--- src/hdl/quadrature_decoder_with_acceleration_macros.svh ---
// Assertion macros shared by the quadrature decoder RTL.
// Assertions sample on aclk; QDEC_ASSERT ones are disabled while aresetn is low.
`ifndef QUADRATURE_DECODER_WITH_ACCELERATION_MACROS_SVH
`define QUADRATURE_DECODER_WITH_ACCELERATION_MACROS_SVH
`ifndef ASSERT_OFF
`define QDEC_ASSERT(lbl, prop, msg) \
    lbl: assert property (@(posedge aclk) disable iff (!aresetn) prop) else $error(msg);
`define QDEC_ASSERT_ALWAYS(lbl, prop, msg) \
    lbl: assert property (@(posedge aclk) prop) else $error(msg);
`else
`define QDEC_ASSERT(lbl, prop, msg)
`define QDEC_ASSERT_ALWAYS(lbl, prop, msg)
`endif
`endif

--- src/hdl/qdec_pkg.sv ---
// Package for the quadrature decoder: widths, codes, the state tables and
// the controller/datapath interface structs. No dependencies.
package qdec_pkg;

    localparam int TIME_W    = 32;
    localparam int GAP_W     = 16;
    localparam int MULT_W    = 8;
    localparam int STATE_W   = 3;
    localparam int COL_W     = 2;
    localparam int ENTRY_W   = 8;
    localparam int STEP_W    = 9;
    localparam int CFG_IDX_W = 2;
    localparam int CFG_W     = 16;
    localparam int DIVD_W    = GAP_W + MULT_W;
    localparam int DCNT_W    = 5;

    localparam logic [DCNT_W-1:0] DIV_LAST = DCNT_W'(DIVD_W - 1);

    localparam logic [ENTRY_W-1:0] STATE_MASK = 8'h0F;
    localparam logic [ENTRY_W-1:0] DIR_MASK   = 8'h30;
    localparam logic [ENTRY_W-1:0] DIR_CW     = 8'h10;
    localparam logic [ENTRY_W-1:0] DIR_CCW    = 8'h20;

    localparam logic [CFG_IDX_W-1:0] CFG_HALF_STEP = 2'd0;
    localparam logic [CFG_IDX_W-1:0] CFG_ACCEL_EN  = 2'd1;
    localparam logic [CFG_IDX_W-1:0] CFG_GAP       = 2'd2;
    localparam logic [CFG_IDX_W-1:0] CFG_MAX_MULT  = 2'd3;

    localparam logic [ENTRY_W-1:0] FULL_TBL [0:6][0:3] = '{
        '{8'h00, 8'h02, 8'h04, 8'h00},
        '{8'h03, 8'h00, 8'h01, 8'h10},
        '{8'h03, 8'h02, 8'h00, 8'h00},
        '{8'h03, 8'h02, 8'h01, 8'h00},
        '{8'h06, 8'h00, 8'h04, 8'h00},
        '{8'h06, 8'h05, 8'h00, 8'h20},
        '{8'h06, 8'h05, 8'h04, 8'h00}
    };

    localparam logic [ENTRY_W-1:0] HALF_TBL [0:5][0:3] = '{
        '{8'h03, 8'h02, 8'h01, 8'h00},
        '{8'h23, 8'h00, 8'h01, 8'h00},
        '{8'h13, 8'h02, 8'h00, 8'h00},
        '{8'h03, 8'h05, 8'h04, 8'h00},
        '{8'h03, 8'h03, 8'h04, 8'h10},
        '{8'h03, 8'h05, 8'h03, 8'h20}
    };

    typedef struct packed {
        logic accept;
        logic mul_load;
        logic div_step;
        logic fin;
        logic emit;
    } qdec_cmd_t;

    typedef struct packed {
        logic step;
        logic accel;
        logic div_last;
        logic out_free;
    } qdec_sts_t;

    // Rows that the selected table lacks fall back to the start state.
    function automatic logic [ENTRY_W-1:0] qdec_lookup(
        input logic               half,
        input logic [STATE_W-1:0] idx,
        input logic [COL_W-1:0]   col
    );
        logic [STATE_W-1:0] row;
        logic [ENTRY_W-1:0] entry;
        row = idx;
        if (half) begin
            if (idx >= 3'd6) begin
                row = '0;
            end
            entry = HALF_TBL[row][col];
        end else begin
            if (idx >= 3'd7) begin
                row = '0;
            end
            entry = FULL_TBL[row][col];
        end
        return entry;
    endfunction

endpackage

--- src/hdl/qdec_dp.sv ---
// Datapath of the quadrature decoder: configuration, table state, step time,
// multiplier product, restoring divider and output register. Uses qdec_pkg.
`include "quadrature_decoder_with_acceleration_macros.svh"
module qdec_dp (
    input  logic                             aclk,
    input  logic                             aresetn,
    input  logic                             cfg_wr_en,
    input  logic [qdec_pkg::CFG_IDX_W-1:0]   cfg_index,
    input  logic [qdec_pkg::CFG_W-1:0]       cfg_data,
    input  logic                             s_a_level,
    input  logic                             s_b_level,
    input  logic [qdec_pkg::TIME_W-1:0]      s_now_ms,
    output logic                             m_valid,
    input  logic                             m_ready,
    output logic signed [qdec_pkg::STEP_W-1:0] m_step_count,
    input  qdec_pkg::qdec_cmd_t              cmd,
    output qdec_pkg::qdec_sts_t              sts
);
    import qdec_pkg::*;

    logic                half_reg;
    logic                accel_en_reg;
    logic [GAP_W-1:0]    gap_reg;
    logic [MULT_W-1:0]   max_mult_reg;

    logic [STATE_W-1:0]  state_reg;
    logic [TIME_W-1:0]   last_step_time_reg;
    logic                step_reg;
    logic                accel_reg;
    logic                dir_cw_reg;
    logic [GAP_W-1:0]    interval_reg;
    logic [MULT_W-1:0]   mult_reg;

    logic [GAP_W-1:0]    divisor_reg;
    logic [GAP_W-1:0]    rem_reg;
    logic [DIVD_W-1:0]   quo_reg;
    logic [DCNT_W-1:0]   div_cnt_reg;

    logic                m_valid_reg;
    logic [STEP_W-1:0]   step_count_reg;

    logic [ENTRY_W-1:0]  entry_w;
    logic [ENTRY_W-1:0]  dir_w;
    logic                step_w;
    logic [TIME_W-1:0]   interval_w;
    logic                accel_w;
    logic [GAP_W-1:0]    diff_w;
    logic [DIVD_W-1:0]   prod_w;
    logic [GAP_W+1:0]    trial_w;
    logic [DIVD_W:0]     m_wide_w;
    logic [STEP_W-1:0]   mag_w;

    assign entry_w    = qdec_lookup(half_reg, state_reg, {s_a_level, s_b_level});
    assign dir_w      = entry_w & DIR_MASK;
    assign step_w     = (dir_w == DIR_CW) || (dir_w == DIR_CCW);
    assign interval_w = s_now_ms - last_step_time_reg;
    // A gap of one always gives a multiplier of one, so no division is needed.
    assign accel_w    = accel_en_reg && (last_step_time_reg != '0) &&
                        (interval_w < {{(TIME_W-GAP_W){1'b0}}, gap_reg}) &&
                        (gap_reg != 16'd1);

    assign diff_w   = gap_reg - interval_reg - 16'd1;
    assign prod_w   = {{MULT_W{1'b0}}, diff_w} * {{GAP_W{1'b0}}, max_mult_reg};
    assign trial_w  = {1'b0, rem_reg, quo_reg[DIVD_W-1]} - {2'b00, divisor_reg};
    assign m_wide_w = {1'b0, quo_reg} + (DIVD_W+1)'(1);
    assign mag_w    = {1'b0, mult_reg};

    always_ff @(posedge aclk) begin
        if (!aresetn) begin
            half_reg     <= 1'b0;
            accel_en_reg <= 1'b0;
            gap_reg      <= '0;
            max_mult_reg <= 8'd1;
        end else if (cfg_wr_en) begin
            unique case (cfg_index)
                CFG_HALF_STEP: half_reg     <= cfg_data[0];
                CFG_ACCEL_EN:  accel_en_reg <= cfg_data[0];
                CFG_GAP:       gap_reg      <= cfg_data[GAP_W-1:0];
                CFG_MAX_MULT:  max_mult_reg <= cfg_data[MULT_W-1:0];
                default: ;
            endcase
        end
    end

    always_ff @(posedge aclk) begin
        if (!aresetn) begin
            state_reg          <= '0;
            last_step_time_reg <= '0;
            step_reg           <= 1'b0;
            accel_reg          <= 1'b0;
        end else if (cmd.accept) begin
            state_reg <= entry_w[STATE_W-1:0] & STATE_MASK[STATE_W-1:0];
            step_reg  <= step_w;
            accel_reg <= accel_w;
            if (step_w) begin
                last_step_time_reg <= s_now_ms;
            end
        end
    end

    always_ff @(posedge aclk) begin
        if (cmd.accept) begin
            dir_cw_reg   <= (dir_w == DIR_CW);
            interval_reg <= interval_w[GAP_W-1:0];
            mult_reg     <= 8'd1;
        end else if (cmd.fin) begin
            // The quotient never exceeds the maximum, so one more is clamped.
            if (m_wide_w > {{(DIVD_W+1-MULT_W){1'b0}}, max_mult_reg}) begin
                mult_reg <= max_mult_reg;
            end else begin
                mult_reg <= m_wide_w[MULT_W-1:0];
            end
        end
    end

    always_ff @(posedge aclk) begin
        if (cmd.mul_load) begin
            quo_reg     <= prod_w;
            rem_reg     <= '0;
            divisor_reg <= gap_reg - 16'd1;
            div_cnt_reg <= '0;
        end else if (cmd.div_step) begin
            div_cnt_reg <= div_cnt_reg + 5'd1;
            if (!trial_w[GAP_W+1]) begin
                rem_reg <= trial_w[GAP_W-1:0];
                quo_reg <= {quo_reg[DIVD_W-2:0], 1'b1};
            end else begin
                rem_reg <= {rem_reg[GAP_W-2:0], quo_reg[DIVD_W-1]};
                quo_reg <= {quo_reg[DIVD_W-2:0], 1'b0};
            end
        end
    end

    always_ff @(posedge aclk) begin
        if (!aresetn) begin
            m_valid_reg <= 1'b0;
        end else if (cmd.emit) begin
            m_valid_reg <= 1'b1;
        end else if (m_ready) begin
            m_valid_reg <= 1'b0;
        end
    end

    always_ff @(posedge aclk) begin
        if (cmd.emit) begin
            step_count_reg <= dir_cw_reg ? mag_w : (~mag_w + 9'd1);
        end
    end

    assign m_valid      = m_valid_reg;
    assign m_step_count = $signed(step_count_reg);

    assign sts.step     = step_reg;
    assign sts.accel    = accel_reg;
    assign sts.div_last = (div_cnt_reg == DIV_LAST);
    assign sts.out_free = !m_valid_reg || m_ready;

    `QDEC_ASSERT(a_fin_clamped, cmd.fin |=> (mult_reg <= max_mult_reg), "multiplier above maximum")
    `QDEC_ASSERT(a_time_kept, (cmd.accept && !step_w) |=> $stable(last_step_time_reg), "step time moved without a step")
    `QDEC_ASSERT(a_emit_valid, cmd.emit |=> m_valid_reg, "emitted beat not presented")

endmodule

--- src/hdl/qdec_ctrl.sv ---
// Controller of the quadrature decoder: sequences lookup, product, division
// and output of one sample at a time. Uses qdec_pkg.
`include "quadrature_decoder_with_acceleration_macros.svh"
module qdec_ctrl (
    input  logic                aclk,
    input  logic                aresetn,
    input  logic                s_valid,
    output logic                s_ready,
    input  qdec_pkg::qdec_sts_t sts,
    output qdec_pkg::qdec_cmd_t cmd
);
    import qdec_pkg::*;

    localparam logic [2:0] S_IDLE = 3'd0;
    localparam logic [2:0] S_EVAL = 3'd1;
    localparam logic [2:0] S_MUL  = 3'd2;
    localparam logic [2:0] S_DIV  = 3'd3;
    localparam logic [2:0] S_FIN  = 3'd4;
    localparam logic [2:0] S_EMIT = 3'd5;

    logic [2:0] state_reg;
    logic [2:0] state_next;

    assign s_ready      = (state_reg == S_IDLE);
    assign cmd.accept   = s_valid && s_ready;
    assign cmd.mul_load = (state_reg == S_MUL);
    assign cmd.div_step = (state_reg == S_DIV);
    assign cmd.fin      = (state_reg == S_FIN);
    assign cmd.emit     = (state_reg == S_EMIT) && sts.out_free;

    always_comb begin
        state_next = state_reg;
        unique case (state_reg)
            S_IDLE: begin
                if (s_valid) begin
                    state_next = S_EVAL;
                end
            end
            S_EVAL: begin
                if (!sts.step) begin
                    state_next = S_IDLE;
                end else if (sts.accel) begin
                    state_next = S_MUL;
                end else begin
                    state_next = S_EMIT;
                end
            end
            S_MUL:  state_next = S_DIV;
            S_DIV: begin
                if (sts.div_last) begin
                    state_next = S_FIN;
                end
            end
            S_FIN:  state_next = S_EMIT;
            S_EMIT: begin
                if (sts.out_free) begin
                    state_next = S_IDLE;
                end
            end
            default: state_next = S_IDLE;
        endcase
    end

    always_ff @(posedge aclk) begin
        if (!aresetn) begin
            state_reg <= S_IDLE;
        end else begin
            state_reg <= state_next;
        end
    end

    `QDEC_ASSERT(a_no_step_idle, (state_reg == S_EVAL && !sts.step) |=> (state_reg == S_IDLE), "sample without step did not return to idle")
    `QDEC_ASSERT(a_div_done, (state_reg == S_DIV && sts.div_last) |=> (state_reg == S_FIN), "division did not finish")
    `QDEC_ASSERT(a_emit_hold, (state_reg == S_EMIT && !sts.out_free) |=> (state_reg == S_EMIT), "result dropped while output busy")

endmodule

--- src/hdl/quadrature_decoder_with_acceleration.sv ---
// Quadrature decoder with acceleration. An accepted sample that gives an accelerated
// step goes through the product and the one-bit-per-cycle restoring divider before
// its result beat; a plain step goes straight to it. A new sample is taken only once
// the last one is decoded and its result emitted; a waiting result does not block
// the next sample. Synchronous active-low reset returns the decoder to its start state,
// clears the step time and sets the maximum multiplier to one.
module quadrature_decoder_with_acceleration (
    input  logic                               aclk,
    input  logic                               aresetn,
    input  logic                               cfg_wr_en,
    input  logic [qdec_pkg::CFG_IDX_W-1:0]     cfg_index,
    input  logic [qdec_pkg::CFG_W-1:0]         cfg_data,
    input  logic                               s_valid,
    output logic                               s_ready,
    input  logic                               s_a_level,
    input  logic                               s_b_level,
    input  logic [qdec_pkg::TIME_W-1:0]        s_now_ms,
    output logic                               m_valid,
    input  logic                               m_ready,
    output logic signed [qdec_pkg::STEP_W-1:0] m_step_count
);
    import qdec_pkg::*;

    qdec_cmd_t cmd;
    qdec_sts_t sts;

    qdec_ctrl u_ctrl (
        .aclk    (aclk),
        .aresetn (aresetn),
        .s_valid (s_valid),
        .s_ready (s_ready),
        .sts     (sts),
        .cmd     (cmd)
    );

    qdec_dp u_dp (
        .aclk         (aclk),
        .aresetn      (aresetn),
        .cfg_wr_en    (cfg_wr_en),
        .cfg_index    (cfg_index),
        .cfg_data     (cfg_data),
        .s_a_level    (s_a_level),
        .s_b_level    (s_b_level),
        .s_now_ms     (s_now_ms),
        .m_valid      (m_valid),
        .m_ready      (m_ready),
        .m_step_count (m_step_count),
        .cmd          (cmd),
        .sts          (sts)
    );

endmodule
--- config.mk ---
export PLATFORM = sky130hd
export DESIGN_NAME = quadrature_decoder_with_acceleration
export DESIGN_NICKNAME = d
export VERILOG_FILES = /design/src/hdl/qdec_pkg.sv /design/src/hdl/qdec_dp.sv /design/src/hdl/qdec_ctrl.sv /design/src/hdl/quadrature_decoder_with_acceleration.sv
export VERILOG_INCLUDE_DIRS = /design/src /design/src/hdl
export SDC_FILE = /design/constraint.sdc
export NUM_CORES = 1
export LEC_CHECK = 0
export BUFFER_PORTS_ARGS = -buffer_cell sky130_fd_sc_hd__buf_2
export CAP_MARGIN = 20
export CORE_MARGIN = 4
export CORE_UTILIZATION = 25
export CTS_CLUSTER_DIAMETER = 40
export CTS_CLUSTER_SIZE = 25
export DETAILED_ROUTE_END_ITERATION = 8
export SYNTH_ARGS = -nofsm -noshare
export SYNTH_HDL_FRONTEND = slang
export SYNTH_HIERARCHICAL = 1
export SYNTH_SLANG_ARGS = --single-unit
export TNS_END_PERCENT = 30
--- constraint.sdc ---
create_clock -name aclk -period 11.4 [get_ports aclk]
set_clock_uncertainty 0.15 [all_clocks]
set_input_delay 2.28 -clock aclk [delete_from_list [all_inputs] [get_ports aclk]]
set_output_delay 2.28 -clock aclk [all_outputs]
set_load 0.02 [all_outputs]
==> key figures <==
GRT
  • First-pass GRT wire length: 62.2 mm
  • Pin count of the biggest net entering global routing: 71
  • Vias in the first global route: 12,121
  • Initial antenna violation count: 7
  • GRT Util Overall: 11.9%
  • Gr ovfl total: 0

Die
  • Row count: 89
  • Die X-Extent: 253 µm
  • Die Ht: 253 µm
  • Die area: 0.0639 mm²
  • Initial core utilization: 25.3%
  • Core Area: 0.0591 mm²
  • Io pins: 68

Pwr
  • Switching Share: 33.3%
  • Int Pwr: 0.00115 W
  • Sw power: 0.000573 W
  • VDD IR max: 0.118 mV
  • Leakage power: 7.04 nW
  • Clock power frac: 33.8%
  • Pwr Density: 103 mW/mm²
  • Comb pwr share: 28.7%
  • Sequential power share: 37.5%

Finish
  • Post-layout util: 28.3%
  • Commonest cells after routing, fill and taps aside: 217 x inv_1, 195 x nand2_1, 135 x ha_1
  • Fillers: 6,234
  • Layout cells sized above 1: 8.79%
  • Layout net count: 2,041
  • Synth-to-layout area growth: 11.6%
  • Post-route cell area: 0.0167 mm²
  • Max reg flops: 32
  • Commonest non-fill, non-tap cell in the layout: inv_1

Synthesis
  • Cell variety after synth: 80
  • Main combinational cell family by area after synthesis: adder cells
  • Syn Inst Count: 1,722
  • Synth Area in Simple Gates: 19.7%
  • Mux cell area share after synthesis: 3.52%
  • Cell Area, Synth: 0.0150 mm²
  • Net count after synthesis: 2,001
  • Synth Area in Adders: 22.9%
  • Post-synthesis sequential area ratio: 26.1%
  • Cell taking the most area after synthesis: edfxtp_1
  • Post-synthesis compound-gate area fraction: 15.1%
  • Syn Area/Cell: 8.70 µm²
  • Post-synth ARST share: 0%
  • Yosys reg bits: 162
  • Ys flop type: dfxtp_1
  • Yosys warnings: 6
  • XOR/XNOR Fraction of Synth Area: 5.67%
  • Post-synth top area share: 13.2%
  • EDFF count, synth: 66
  • Synth top area cells: edfxtp_1 13%, dfxtp_1 13%, fa_1 12%

Clock network
  • Clock latency on the worst-skew pair: 0.45 ns
  • Cts bufs inserted: 17
  • Resized cells post-CTS: 0
  • CTS tree: built
  • Sink Count: 162
  • Root buf cell: clkbuf_16
  • Hold_buf cts: 0
  • Post-CTS Setup Inserts: 0
  • Reg clk slew, reported paths: 0.07 ns
  • H-tree levels: 4
  • CTS max path bufs: 2

Route
  • DRT iter0 DRCs: 698
  • Remaining antenna violation count: 0
  • Via count: 12,072
  • Vias/cell: 4.73
  • Drt first pass iters: 5
  • Routed wire length: 38.0 mm
  • Routed wire per std cell: 14.9 µm
  • Residual DRC: 0

Critical path
  • Most frequent CP cell: fa_1
  • Critical path class: reg2reg
  • Worst Setup End Kind: flop
  • Worst setup SP type: flop
  • Crit-path max cell delay: 0.55 ns
  • Worst EP arrival: 7.56 ns
  • CP bufs+invs: 2
  • Cell family with most CP delay: compound AO/OA/AOI/OAI gates
  • Required time of the critical path: 11.45 ns
  • Worst Path Max Fanout: 8
  • Critical Path Slowest Stage Cell: fa_1

Timing
  • Post-route setup TNS: 0 ns
  • Slew @ Worst Pin: 1.05 ns
  • Tcrit/Tclk final: 65.9%
  • Max-slew violations: 0
  • Final setup violation count: 0
  • Final-report hold violation count: 0
  • Final Critical Period: 7.51 ns
  • Fmax: 0.133 GHz
  • Relative slew margins: 30.0%
  • Unrepaired setup endpoints after global routing: no

Placed design
  • GPL Wtd Cong: 0.863
  • Buffers on Ports: 67
  • Hpwl dp: 29.7 mm
  • Placed Area: 0.0161 mm²

Run
  • Max-cap violation count: 0

Status
  • Outcome: completed

Hold path
  • Hold/Removal Path Class: reg2reg
[synth_stat cells, drive strengths merged, types with 16 or more instances]
| master | number |
|---|---|
| nor3 | 34 |
| a21o | 28 |
| nor2b | 16 |
| mux2 | 21 |
| a21boi | 59 |
| ha | 135 |
| nand2 | 195 |
| xnor2 | 67 |
| inv | 217 |
| clkbuf | 44 |
| a21oi | 80 |
| a211oi | 21 |
| nand3 | 37 |
| nand4 | 18 |
| dfxtp | 96 |
| nor4 | 21 |
| nor2 | 96 |
| mux2i | 29 |
| and2 | 109 |
| fa | 87 |
| edfxtp | 66 |
| xor2 | 30 |
| o21ai | 42 |
[metrics by stage]
| step | power [W] | setup slack (ns) | hold slack (ns) | cells |
|---|---|---|---|---|
| after global routing | 0.00183 | 3.35 | 0.357 | 2549 |
| after CTS | 0.00174 | 3.93 | 0.337 | 2547 |
| after detailed placement | 0.00115 | 3.96 | 0.327 | 2515 |
| after global placement | 0.00114 | 4.01 | 0.320 | 2515 |
| after floorplan | 0.00102 | 4.48 | 0.304 | 1722 |
| final | 0.00172 | 3.89 | 0.335 | 2552 |
[cell type report]
class                           count  area (µm²)  area share, %
Multi-Input combinational cell   1286       10000           60.0
Clock buffer                       20         458           2.74
Inverter                          217         815           4.87
Timing Repair Buffer               78         418           2.50
Clock inverter                     12         120          0.718
Antenna cell                        4        10.0         0.0599
Sequential cell                   162        3900           23.3
Tap cell                          773         967           5.78
[worst paths after layout]
path | from | end | slack [ns] | cells after the start
max | u_dp/gap_reg[1] | u_dp/quo_reg[22] | 3.89 | 26
min reg2reg | u_dp/last_step_time_reg[19] | u_dp/last_step_time_reg[19] | 0.33 | 2
max reg2reg | u_dp/gap_reg[1] | u_dp/quo_reg[22] | 3.89 | 26
min | u_dp/last_step_time_reg[19] | u_dp/last_step_time_reg[19] | 0.33 | 2
[metal layers]
metal / up-vias / track usage [%] / routed length, µm
met5: - / 0 / 14
met4: 4 / 3.31 / 686
met2: 247 / 19.7 / 17400
met1: 5818 / 16.0 / 18200
li1: 5958 / - / -
met3: 45 / 2.53 / 1700
[logic make-up (layout without fill, tap and decap cells)]
logic type                 Yosys count  count (layout)
and+or+nand+nor                    586             586
AOI/OAI and AO/OA                  331             331
buffers and inverters              274             327
adders and majority gates          222             222
DFF                                162             162
xor gates and xnor gates            97              97
muxes                               50              50
other                                0               4
[worst register-to-register path, stage by stage, from the launching register on]
cell and delay (ns):
dfxtp_1 0.44, ha_1 0.27, a21o_1 0.18, a21oi_1 0.24
o21bai_1 0.12, a211oi_1 0.34, o31ai_1 0.16, o41ai_1 0.52
o21bai_1 0.12, a21oi_1 0.19, xnor2_1 0.26, and2_1 0.21
fa_1 0.43, fa_1 0.47, fa_1 0.55, inv_1 0.05
fa_1 0.52, inv_1 0.04, ha_1 0.36, a21o_1 0.18
a21o_1 0.17, a21oi_1 0.17, o32ai_1 0.13, or4_1 0.42
a41oi_1 0.23, xnor2_1 0.08, mux2_2 0.25
[power by group through the flow]
stage / clock network (W) / logic, W / registers (W)
after floorplan: 0 / 0.000373 / 0.000648
after detailed placement: 0 / 0.000493 / 0.000658
after global routing: 0.000616 / 0.000562 / 0.000647
final: 0.000580 / 0.000493 / 0.000645
after CTS: 0.000598 / 0.000496 / 0.000645
after global placement: 0 / 0.000482 / 0.000657
No activity file was read; power rests on OpenSTA's default activity.
